File: src/hdl/vcs_pkg.sv
`timescale 1ns / 1ps
`default_nettype none
// ----------------------------------------------------------------------------
// vcs_pkg
// Shared widths, phase codes and the command and status structs that join
// the controller and the datapath of the cosine similarity block.
// ----------------------------------------------------------------------------
package vcs_pkg;

	localparam int ELEM_W = 16;
	localparam int DOT_W  = 42;
	localparam int SQ_W   = 41;
	localparam int LIMB_W = 21;
	localparam int PROD_W = LIMB_W + 32;
	localparam int ACC_W  = PROD_W + 3 * LIMB_W;
	localparam int P_W    = 4 * LIMB_W;
	localparam int M_W    = 16;
	localparam int K_W    = 4;

	// Product phases of the final computation.
	localparam logic [1:0] PH_NORM = 2'd0; // product of the two sums of squares
	localparam logic [1:0] PH_DOT  = 2'd1; // square of the dot magnitude
	localparam logic [1:0] PH_TEST = 2'd2; // norm product times a trial square

	typedef struct packed {
		logic             acc_in;    // add an element pair to the sums
		logic             start;     // begin the final computation
		logic             mul_en;    // issue one limb product
		logic [1:0]       ph;
		logic [1:0]       cnt;
		logic             save;      // close a product phase
		logic             odd_en;    // form the trial odd square
		logic [K_W-1:0]   k;
		logic             fin_load;  // load the result beat, clear the sums
	} cmd_t;

	typedef struct packed {
		logic degen;
		logic cmp_le;
	} sts_t;

endpackage : vcs_pkg
`default_nettype wire

File: src/hdl/vcs_ctrl.sv
`timescale 1ns / 1ps
`default_nettype none
// ----------------------------------------------------------------------------
// vcs_ctrl
// Controller: takes element beats, then sequences the limb products and up to
// sixteen trial tests of the final step, and holds the result beat valid.
// ----------------------------------------------------------------------------
module vcs_ctrl (
	input  wire                    clk,
	input  wire                    arst_n,
	input  wire                    in_valid,
	input  wire                    last_elem,
	output logic                   in_ready,
	output logic                   out_valid,
	input  wire                    out_ready,
	input  wire vcs_pkg::sts_t     sts,
	output vcs_pkg::cmd_t          cmd
);
	import vcs_pkg::*;

	localparam logic [2:0] S_IDLE  = 3'd0;
	localparam logic [2:0] S_CHK   = 3'd1;
	localparam logic [2:0] S_MUL   = 3'd2;
	localparam logic [2:0] S_DRAIN = 3'd3;
	localparam logic [2:0] S_SAVE  = 3'd4;
	localparam logic [2:0] S_ODD   = 3'd5;
	localparam logic [2:0] S_FIN   = 3'd6;

	logic [2:0]     state_q, state_d;
	logic [1:0]     ph_q, ph_d, cnt_q, cnt_d;
	logic [K_W-1:0] k_q, k_d;
	logic           out_valid_q;

	// Next state and commands.
	always_comb begin
		state_d = state_q;
		ph_d    = ph_q;
		cnt_d   = cnt_q;
		k_d     = k_q;
		cmd     = '0;
		cmd.ph  = ph_q;
		cmd.cnt = cnt_q;
		cmd.k   = k_q;
		in_ready = 1'b0;
		case (state_q)
			S_IDLE: begin
				in_ready   = 1'b1;
				cmd.acc_in = in_valid;
				if (in_valid && last_elem)
					state_d = S_CHK;
			end
			S_CHK: begin
				cmd.start = 1'b1;
				ph_d      = PH_NORM;
				cnt_d     = '0;
				state_d   = sts.degen ? S_FIN : S_MUL;
			end
			S_MUL: begin
				cmd.mul_en = 1'b1;
				cnt_d      = cnt_q + 2'd1;
				if (cnt_q == 2'd3)
					state_d = S_DRAIN;
			end
			S_DRAIN: begin
				state_d = S_SAVE;
			end
			S_SAVE: begin
				cmd.save = 1'b1;
				case (ph_q)
					PH_NORM: begin
						ph_d    = PH_DOT;
						state_d = S_MUL;
					end
					PH_DOT: begin
						ph_d    = PH_TEST;
						k_d     = K_W'(M_W - 1);
						state_d = S_ODD;
					end
					default: begin
						if (k_q == '0 || (sts.cmp_le && k_q == K_W'(M_W - 1)))
							state_d = S_FIN;
						else begin
							k_d     = k_q - K_W'(1);
							state_d = S_ODD;
						end
					end
				endcase
			end
			S_ODD: begin
				cmd.odd_en = 1'b1;
				state_d    = S_MUL;
			end
			S_FIN: begin
				if (!out_valid_q || out_ready) begin
					cmd.fin_load = 1'b1;
					state_d      = S_IDLE;
				end
			end
			default: begin
				state_d = S_IDLE;
			end
		endcase
	end

	always_ff @(posedge clk or negedge arst_n) begin
		if (!arst_n) begin
			state_q     <= S_IDLE;
			ph_q        <= PH_NORM;
			cnt_q       <= '0;
			k_q         <= '0;
			out_valid_q <= 1'b0;
		end else begin
			state_q     <= state_d;
			ph_q        <= ph_d;
			cnt_q       <= cnt_d;
			k_q         <= k_d;
			out_valid_q <= cmd.fin_load || (out_valid_q && !out_ready);
		end
	end

	assign out_valid = out_valid_q;

	// A loaded result is offered in the next cycle.
	a_fin_valid: assert property (@(posedge clk) disable iff (!arst_n)
		cmd.fin_load |=> out_valid_q)
		else $error("result beat not offered after load");

	// No element beat is taken while the multiplier is busy.
	a_mul_busy: assert property (@(posedge clk) disable iff (!arst_n)
		cmd.mul_en |-> !in_ready)
		else $error("input taken during final computation");

	// Once the top trial passes, no further trial is formed.
	a_stop: assert property (@(posedge clk) disable iff (!arst_n)
		(state_q == S_SAVE && ph_q == PH_TEST && sts.cmp_le && k_q == K_W'(M_W - 1))
		|=> state_q == S_FIN)
		else $error("search continued past full scale");

endmodule : vcs_ctrl
`default_nettype wire

File: config.mk
export PLATFORM = sky130hd
export DESIGN_NAME = vcs_ctrl
export DESIGN_NICKNAME = d
export VERILOG_FILES = /design/src/hdl/vcs_pkg.sv /design/src/hdl/vcs_ctrl.sv
export SDC_FILE = /design/constraint.sdc
export NUM_CORES = 1
export LEC_CHECK = 0
export BUFFER_PORTS_ARGS = -buffer_cell sky130_fd_sc_hd__buf_4
export CAP_MARGIN = 15
export CORE_AREA = 2 2 44 46
export CTS_CLUSTER_DIAMETER = 80
export DETAILED_ROUTE_END_ITERATION = 16
export DIE_AREA = 0 0 46 48
export PLACE_DENSITY_LB_ADDON = 0.12
export REMOVE_ABC_BUFFERS = 1
export SYNTH_ARGS = -nofsm -noshare
export SYNTH_HDL_FRONTEND = slang
export SYNTH_SLANG_ARGS = --single-unit
File: constraint.sdc
create_clock -name clk -period 3.85 [get_ports clk]
set_clock_uncertainty 0.2 [all_clocks]
set_input_delay 0.5775 -clock clk [delete_from_list [all_inputs] [get_ports clk]]
set_output_delay 0.5775 -clock clk [all_outputs]
set_load 0.01 [all_outputs]
=== After elaboration in Yosys (flattened, before gate mapping) ===
Index checks and enable logic that the tools add are counted.
W data, S select, Z words.

* Add/subtract/negate cells: 2
* Equality and inequality tests: 14
* Mux-type cells: 20
* Bitwise logic cells: 1
* Reduce and logical (&&, ||, !) cells: 16

{| class="wikitable"
|+ Operators with widths
! kind !! count
|-
| $pmux W3 S7 || 1
|-
| $mux W3 || 4
|-
| $pmux W2 S2 || 3
|-
| $eq A3 B3 Y1 const B || 3
|-
| $mux W1 || 8
|-
| $pmux W4 S2 || 1
|-
| $eq A3 B2 Y1 const B || 2
|-
| $ne A2 B2 Y1 const B || 3
|-
| $pmux W3 S2 || 1
|-
| $reduce_and A3 Y1 || 2
|-
| $eq A4 B4 Y1 const B || 1
|-
| $logic_not A4 Y1 || 1
|-
| $mux W4 || 1
|-
| $reduce_bool A2 Y1 || 2
|-
| $sub A4 B1 Y4 const B || 1
|-
| $eq A3 B1 Y1 const B || 1
|-
| $logic_and A1 B1 Y1 || 3
|-
| $logic_not A3 Y1 || 1
|-
| $logic_or A1 B1 Y1 || 3
|-
| $ne A3 B1 Y1 const B || 1
|-
| $add A2 B1 Y2 const B || 1
|-
| $eq A2 B1 Y1 const B || 1
|-
| $eq A2 B2 Y1 const B || 1
|-
| $logic_not A1 Y1 || 2
|-
| other kinds (5) || 5
|}

* Register bits: 12
* Input bits: 7
* Output and inout bits: 16
* Logic and storage cells: 58

=== Depth between registers and ports, before layout ===
Gate-level depths: netlist of run 1.

* Word-level depth: 6
* Mapped depth: 7
* Depth with buffers taken out: 6

=== Worst setup path before layout of run 1 ===
OpenSTA, ideal clock, no wires.

* Path type: register -> register
* Start: reg k_q[0]
* End: reg state_q[1]
* Library setup time: 77 ps
* Arrival time: 1767 ps
* Data required time: 3573 ps
* Path slack: 1806 ps
* Cell stages (with the launch flop): 8
* Buffers on the path: 1
* Period minus slack after synthesis: 2044 ps
* Path through: dfrtp_1 -> inv_1 -> ha_1 -> or3b_1 -> and3_4 -> buf_6 -> or3_1 -> a21oi_1

* Cells in the longest elaborated chain, start to end: 6
* Elaborated cells on any way between the ends: 7
* Classes of those cells: eq/ne: 1; mux: 3; reduce/logical: 3

{| class="wikitable"
|+ Ends and longest elaborated chain
! what !! RTL line !! source
|-
| start, declared || vcs_ctrl.sv:31 || <nowiki>logic [K_W-1:0] k_q, k_d;</nowiki>
|-
| start signal, assigned || vcs_ctrl.sv:116 || <nowiki>k_q <= k_d;</nowiki>
|-
| $eq A4 B4 Y1 || vcs_ctrl.sv:80 || <nowiki>if (k_q == '0 || (sts.cmp_le && k_q == K_W'(M_W - 1)))</nowiki>
|-
| $logic_and A1 B1 Y1 || vcs_ctrl.sv:80 ||
|-
| $logic_or A1 B1 Y1 * || vcs_ctrl.sv:80 ||
|-
| $mux W2 * || vcs_ctrl.sv:80 ||
|-
| $pmux W3 S2 * || vcs_ctrl.sv:69 || <nowiki>case (ph_q)</nowiki>
|-
| $pmux W3 S7 * || vcs_ctrl.sv:45 || <nowiki>case (state_q)</nowiki>
|-
| end signal, assigned || vcs_ctrl.sv:113 || <nowiki>state_q <= state_d;</nowiki>
|-
| end, declared || vcs_ctrl.sv:29 || <nowiki>logic [2:0] state_q, state_d;</nowiki>
|}

Mark *: on every way between the ends. The rest lies on a longest branch, timed or not.
A chain may end at the register's enable or synchronous reset.

==> out/qor.yml, run 1 <==
hold_viol: 0
grt_pass1_vias: 587
diodes: 0
grt_util_met2_pct: 26.7
seq_area_frac_synth_pct: 41.6
timing.fmax_mhz: 406
syn_inst: 83
tightest_slew_ns: 0.434
gr-total-overflow: 0
gr-usage-all-layers_pct: 16.9
slowest_delay_ns: 0.51
netlist_top_cells_area: "dfrtp_1 (42%), ha_1 (6.9%), o21ai_0 (5.5%), and3_1 (4.3%), nor3_1 (4.2%)"
cts_made_buffers: 3
die_y_um: 48
placed_cell_area_um2: 890
cp.arrival_ns: 1.69
clockBufferDepth: 2
cap_violations: 0
fin_nets: 119
ys_types: 27
wirelength_um: 1610
cts_root_buf: "clkbuf_4"
fin_total_pwr_w: 0.000685
hold_start: "out_valid$_DFF_PN0_"
ff2ff_path_depth: 6
crit_type: "reg2out"
fin_area_um2: 936
max-slew-margin-rel_pct: 71.0
ant_nets: 0
post-place-ws_ns: 1.70
route.detailed.drc: 0
syn_area_um2: 722
seq_area_um2: 300
avgRoutedWirePerCell_um: 13.0
critical_path_depth: 4
place.gp.congestion: 0.798
period_share_pct: 64.0
required_ns: 3.07
crit_chain: "inv_1 > or3_1 > inv_2 > buf_4"
grt_pass1_wl_um: 2560
io_pins: 23
grt_max_degree: 16
met1_usage_pct: 21.2
viasPerCell: 5.57
crit_path_top_delay_cell: "dfrtp_1"
multi_input_area_um2: 380
drive_gt1_share_pct: 26.2
cts_tree: "done"
report.final.slew_viol_count: 0
worst-path-buf-inv: 3
die_area_um2: 2210
whs_path_depth: 2
peakVddDrop_uv: 331
layout_commonest_cell: "buf_4"
drt-pass1-iter-count: 4
period_minus_slack_ns: 2.47
start_util_pct: 42.7
synth_area_per_cell_um2: 8.70
tns_ns: 0
ys_warn_count: 0
reg2reg_from: "k_q[0]$_DFFE_PN0P_"
hold_path_class: "reg2reg"
fin_ws_ns: 1.38
yosys.area.top_type_share_pct: 41.6
cts_sinks: 12
top_usage_layer: "met2"
clk_pin_slew_worst_paths_ns: 0.08
htree_levels: 1
cp-end-kind: "output port"
status: "finished, final reports clean"
cp-start-kind: "flip-flop"
cellPowerDensity_nw_per_um2: 732
crit_start: "state_q[2]$_DFFE_PN0P_"
fp-row-count: 15
gr-usage-met3_pct: 2.26
worst_hold_slack_ns: 0.355
via_count: 691
fillers: 155
yosysTopAreaCell: "dfrtp_1"
fp.dieW_um: 46
antenna_found_initial: 0
path_max_fanout: 11
cp_top_family: "flip-flops"
core_region_area_um2: 1690
ys_seq_elements: 12
hpwl_um: 1190
syn2layout_area_growth_pct: 29.6
final_cell_mix: "buf_4 (22), dfrtp_1 (12), o21ai_0 (8)"
io_buffers: 22
power.leakage_nw: 0.462
clk_latency_ns: 0.28
drt_iter0_markers: 6
rsz0062_at_grt: "no"
setup_viol: 0
## final cells by class
class | instances | area share (%)
Clock buffer | 4 | 3.88
Inverter | 6 | 2.41
Multi-Input combinational cell | 62 | 40.6
Sequential cell | 12 | 32.1
Tap cell | 17 | 2.27
Timing Repair Buffer | 23 | 18.7
## where the power goes
part	leakage, nW	switching (W)	internal [W]
logic	0.285	0.000170	0.000169
clock network	0.0210	0.0000439	0.0000575
registers	0.156	0.0000729	0.000172
## per-stage QoR
stage,cells,util (%)
after floorplan,80,-
after global placement,119,52.7
after detailed placement,119,52.7
after CTS,124,55.4
after global routing,124,55.4
final,124,55.4
## registers in the layout (all words and copies together), names as in the netlist
register,flops
k_q,4
state_q,3
cnt_q,2
ph_q,2
out_valid,1
## worst reg2reg max path, cell delays in order, from the launching register on
cell,delay [ns]
dfrtp_1,0.45
inv_1,0.13
ha_1,0.19
or3b_1,0.37
and3_4,0.22
or3_1,0.31
a21oi_1,0.15
## metal layers
layer / up-vias / part of all wire [%] / routed length (µm)
li1: 347 / - / -
met1: 310 / 44 / 707
met2: 24 / 49 / 782
met3: 10 / 4.2 / 68
met4: 0 / 3.0 / 48
met5: - / 0 / 0
## final timing paths
path                                     endpoint  slack [ns]
hold / removal                out_valid$_DFF_PN0_        0.35
setup / recovery                           cmd[6]        1.38
max in group asynchronous      k_q[3]$_DFFE_PN0P_        2.82
hold reg to reg               out_valid$_DFF_PN0_        0.35
min in group asynchronous    cnt_q[0]$_DFFE_PN0P_        0.47
setup reg to reg           state_q[1]$_DFFE_PN0P_        1.76
## cell usage after synthesis
master and number:
clkbuf_1 2, nor2_1 6, and3_1 5, nor2b_1 2, nand2_1 7, ha_1 4
and4_1 1, or3_1 3, or3b_1 1, a21oi_1 4, inv_2 1, and2_1 1
o211ai_1 2, nand4_1 1, dfrtp_1 12, nor3_1 6, a22oi_1 1, and3_4 1
a211oi_1 3, buf_6 1, nand3b_1 1, o22ai_1 2, o31ai_1 1, o21ai_0 8
nand2b_1 1, nor4b_1 1, inv_1 5
## what timing repair did
action,4_1_cts,5_1_grt
hold buffers,1,0
setup buffers,0,0
resized for setup,0,0
hold endpoints to repair,12,0
## cells by family (layout without fill, tap and decap cells)
logic type / after synthesis / after routing / share of synthesized area, %
compound gates: 21 / 21 / 17.3
fa+ha+maj: 4 / 4 / 6.93
buf+inv: 9 / 33 / 5.72
flops: 12 / 12 / 41.6
simple gates: 37 / 37 / 28.4
No activity file was read; power rests on OpenSTA's default activity.
==> run 2: changes to the inputs <==
- CORE_AREA: 2 2 44 46 -> 2 2 49 42
- DIE_AREA: 0 0 46 48 -> 0 0 51 44
- clock period: 3.85 -> 2.05 ns (I/O delays scaled with it)
==> run 2 against run 1 <==
Effect of this change: first-iteration DRC count grew to 4.7 times the previous value; critical path type is now reg2reg; final cell count grew 8.9%; clock power grew 38%; sequential share of layout area shrank 1.5 points; core utilization grew 0.25 points; routed wire length grew 6.8%; cell area grew 5.2%.
==> out/qor.yml, run 2 (same netlist as run 1, synthesis figures left out) <==
hold_path_class: "in2reg"
layout_commonest_cell: "buf_4"
fin_nets: 124
peakVddDrop_uv: 729
top_regs: "k_q: 4 flops, state_q: 3 flops"
gr-total-overflow: 0
ff2ff_path_depth: 6
fp.dieW_um: 51
largest_reg_flops: 4
power.leakage_nw: 0.481
cts_sinks: 12
placed_cell_area_um2: 936
cts_setup_buffers: 0
syn2layout_area_growth_pct: 36.4
worst_hold_slack_ns: 0.102
min_to: "state_q[2]$_DFFE_PN0P_"
reg2reg_from: "k_q[1]$_DFFE_PN0P_"
period_minus_slack_ns: 1.95
grt_pass1_wl_um: 2740
fillers: 177
cellPowerDensity_nw_per_um2: 1330
whs_path_depth: 3
via_count: 714
drt-pass1-iter-count: 4
die_area_um2: 2240
cap_violations: 0
route.detailed.drc: 0
avgRoutedWirePerCell_um: 12.7
fin_total_pwr_w: 0.00131
diodes: 0
clockBufferDepth: 2
setup_viol: 0
fp-row-count: 14
timing.fmax_mhz: 513
crit_path_top_delay_cell: "dfrtp_1"
htree_levels: 1
tightest_slew_ns: 0.429
registers.top_by_ff_count: "k_q"
period_share_pct: 95.2
crit_chain: "inv_1 > ha_1 > or3b_1 > and3_4 > or3_1 > a21oi_1"
path_max_fanout: 7
start_util_pct: 40.8
clk_pin_slew_worst_paths_ns: 0.06
die_y_um: 44
grt_pass1_vias: 634
r2r_end: "state_q[1]$_DFFE_PN0P_"
gr-usage-all-layers_pct: 17.1
seq_area_um2: 302
ant_nets: 0
multi_input_area_um2: 395
drt_iter0_markers: 28
fin_area_um2: 985
hold_start: "sts[1]"
status: "finished, final reports clean"
io_pins: 23
grt_max_degree: 13
antenna_found_initial: 0
hpwl_um: 1260
wirelength_um: 1720
hold_viol: 0
worst-path-buf-inv: 1
r2r_slack_ns: 0.1
rsz0062_at_grt: "no"
drive_gt1_share_pct: 34.2
place.gp.congestion: 0.821
cp.arrival_ns: 1.95
clk_latency_ns: 0.27
cts_root_buf: "clkbuf_4"
cts_tree: "done"
viasPerCell: 5.29
cts_made_buffers: 3
required_ns: 2.04
core_region_area_um2: 1770
cp-end-kind: "flip-flop"
max-slew-margin-rel_pct: 71.3
slowest_delay_ns: 0.38
final_cell_mix: "buf_4 (27), dfrtp_1 (11), o21ai_0 (8)"
cp_top_family: "simple AND/OR/NAND/NOR gates"
io_buffers: 22
crit_type: "reg2reg"
report.final.slew_viol_count: 0
cp-start-kind: "flip-flop"
tns_ns: 0
==> run 2: through the flow <==
stage / utilization (%) / instances / setup WS [ns]
global route: 55.7 / 135 / 0.0139
detailed placement: 52.9 / 131 / 0.126
floorplan: - / 80 / 0.0989
global placement: 52.9 / 131 / 0.167
CTS: 54.7 / 135 / 0.0240
finish: 55.7 / 135 / 0.0989
==> run 2: layer usage <==
metal  vias up  GRT usage [%]  routed length, µm
li1        354              -                  -
met1       325           22.9                787
met2        32           25.2                755
met3         3           7.24                164
met5         -              0                  0
met4         0           4.86                 10
==> run 2: cell type report <==
type / instances / area share (%)
Tap cell: 24 / 3.05
Inverter: 6 / 2.29
Multi-Input combinational cell: 62 / 40.2
Timing Repair Buffer: 28 / 21.6
Sequential cell: 12 / 30.6
Clock buffer: 3 / 2.29
==> run 2: worst reg2reg max path: cells and delay by family (launching register included) <==
kind                       cells  cell delay, ns
and+or+nand+nor                3            0.89
DFF                            1            0.38
buffers and inverters          1            0.12
AOI/OAI and AO/OA              1            0.14
adders and majority gates      1            0.17
==> run 2: power breakdown <==
group          internal (W)  switching (W)
Combinational      0.000359       0.000390
Sequential         0.000327      0.0000946
Clock             0.0000680      0.0000714
==> run 2: how the worst max path moves through the flow <==
| stage | from | end | cells past startpoint |
|---|---|---|---|
| global route | k_q[1]$_DFFE_PN0P_ | state_q[1]$_DFFE_PN0P_ | 6 |
| floorplan | k_q[0]$_DFFE_PN0P_ | state_q[1]$_DFFE_PN0P_ | 6 |
| detailed placement | k_q[0]$_DFFE_PN0P_ | state_q[1]$_DFFE_PN0P_ | 6 |
| global placement | k_q[0]$_DFFE_PN0P_ | state_q[1]$_DFFE_PN0P_ | 6 |
| CTS | state_q[1]$_DFFE_PN0P_ | cmd[0] | 4 |
| finish | k_q[1]$_DFFE_PN0P_ | state_q[1]$_DFFE_PN0P_ | 6 |
==> run 2: repair_timing <==
| item | in CTS | in global routing |
|---|---|---|
| hold endpoints to repair | 12 | 0 |
| setup endpoints to repair | 0 | 4 |
| hold buffers | 1 | 0 |
| gates resized for setup | 0 | 6 |
==> run 3: changes to the inputs <==
- BUFFER_PORTS_ARGS: -buffer_cell sky130_fd_sc_hd__buf_4 -> default
- CORE_AREA: 2 2 49 42 -> 2 2 44 46
- DIE_AREA: 0 0 51 44 -> 0 0 46 48
- DONT_BUFFER_PORTS: default -> 1
==> run 3 against run 2 <==
Effect of this change: cell area down 15%; count of clock-buffer cells in the layout up 1; final cell count down 19%; highest routed layer unchanged; sequential share of layout area up 5.3 points; core utilization down 6.0 points; critical path depth unchanged.
==> out/qor.yml, run 3 (same netlist as run 1, synthesis figures left out) <==
cap_violations: 0
r2r_slack_ns: 0.10
avgRoutedWirePerCell_um: 15.1
antenna_found_initial: 0
crit_type: "reg2reg"
viasPerCell: 5.87
worst-path-buf-inv: 1
htree_levels: 1
timing.fmax_mhz: 513
final_cell_mix: "dfrtp_1 (11), o21ai_0 (8), buf_4 (8)"
whs_path_depth: 2
max-slew-margin-rel_pct: 63.2
wirelength_um: 1660
clk_latency_ns: 0.27
clockBufferDepth: 2
reg2reg_from: "k_q[0]$_DFFE_PN0P_"
rsz0062_at_grt: "no"
ant_nets: 0
drt_iter0_markers: 5
cts_root_buf: "clkbuf_4"
fp.dieW_um: 46
ff2ff_path_depth: 6
die_area_um2: 2210
path_max_fanout: 7
fin_ws_ns: 0.102
cts_tree: "done"
cellPowerDensity_nw_per_um2: 1460
peakVddDrop_uv: 529
r2r_end: "state_q[1]$_DFFE_PN0P_"
post-place-ws_ns: 0.0865
registers.top_by_ff_count: "k_q"
crit_path_top_delay_cell: "dfrtp_1"
place.gp.congestion: 0.798
grt_pass1_vias: 562
gr-total-overflow: 0
power.leakage_nw: 0.393
cp-start-kind: "flip-flop"
layout_commonest_cell: "dfrtp_1"
grt_max_degree: 13
report.final.slew_viol_count: 0
cts_sinks: 12
cp_top_family: "simple AND/OR/NAND/NOR gates"
hpwl_um: 1280
fin_util_pct: 49.7
hold_path_class: "in2reg"
via_count: 646
fin_cells: 110
syn2layout_area_growth_pct: 16.3
period_share_pct: 95.0
fin_nets: 105
core_region_area_um2: 1690
clk_pin_slew_worst_paths_ns: 0.08
slowest_delay_ns: 0.40
crit_chain: "inv_2 > ha_1 > or3b_1 > and3_4 > or3_1 > a21oi_1"
status: "finished, final reports clean"
drt-pass1-iter-count: 4
gr-usage-all-layers_pct: 16.9
required_ns: 2.05
min_to: "state_q[2]$_DFFE_PN0P_"
start_util_pct: 42.7
drive_gt1_share_pct: 20.4
cp-end-kind: "flip-flop"
cp.arrival_ns: 1.94
grt_pass1_wl_um: 2590
hold_start: "sts[1]"
io_pins: 23
diodes: 0
tightest_slew_ns: 0.551
largest_reg_flops: 4
setup_viol: 0
fp-row-count: 15
placedCellCount: 105
route.detailed.drc: 0
die_y_um: 48
top_regs: "k_q: 4 flops, state_q: 3 flops"
period_minus_slack_ns: 1.95
io_buffers: 0
cts_made_buffers: 3
cts_setup_buffers: 0
hold_viol: 0
tns_ns: 0
run 3: cell types whose count changed in the layout (fill, tap and decap cells not counted):
cell	delta
buf_4	-19
a211oi_1	+2
a211oi_2	-2
clkbuf_8	+1
nor2b_1	-1
nor2b_2	+1
run 3: per-stage QoR:
step | hold slack, ns | cell area (µm²) | power, W
detailed placement | -0.188 | 785 | 0.00103
finish | 0.0251 | 840 | 0.00122
global route | 0.0350 | 840 | 0.00135
floorplan | -0.188 | 703 | 0.000829
global placement | -0.188 | 785 | 0.00101
CTS | 0.0251 | 831 | 0.00122
run 3: area by class of cell:
type	instances	area [µm²]
fillers	174	850
clock buffers	4	36.3
inverters	6	22.5
repair buffers	9	70.1
well taps	17	21.3
flip-flops and latches	12	302
multi-input cells	62	388
run 3: where the power goes:
part / switching [W] / internal (W)
Clock: 0.0000811 / 0.000108
Sequential: 0.000104 / 0.000326
Combinational: 0.000351 / 0.000255
Total: 0.000536 / 0.000689
run 3: how the worst max path moves through the flow:
stage,to,start,cells past startpoint,slack [ns]
2_1_floorplan,state_q[1]$_DFFE_PN0P_,k_q[0]$_DFFE_PN0P_,6,0.1
3_3_place_gp,state_q[1]$_DFFE_PN0P_,k_q[0]$_DFFE_PN0P_,6,0.14
3_5_place_dp,state_q[1]$_DFFE_PN0P_,k_q[0]$_DFFE_PN0P_,6,0.09
4_1_cts,cmd[0],state_q[1]$_DFFE_PN0P_,3,0.05
5_1_grt,state_q[1]$_DFFE_PN0P_,k_q[0]$_DFFE_PN0P_,6,0.01
6_report,state_q[1]$_DFFE_PN0P_,k_q[0]$_DFFE_PN0P_,6,0.10
run 3: metal layers:
metal  global-route usage (%)  up-vias  routed length (µm)
met5                        0        -                   0
met4                     6.86        0                   8
met3                     4.53        2                  84
met2                     26.7       20                 814
met1                     21.9      304                 748
li1                         -      320                   -
run 3: repair_timing:
item	CTS	global route
endpoints found under the hold margin	12	0
endpoints found under the setup margin	0	5
hold buffers	1	0
gates resized for setup	0	5
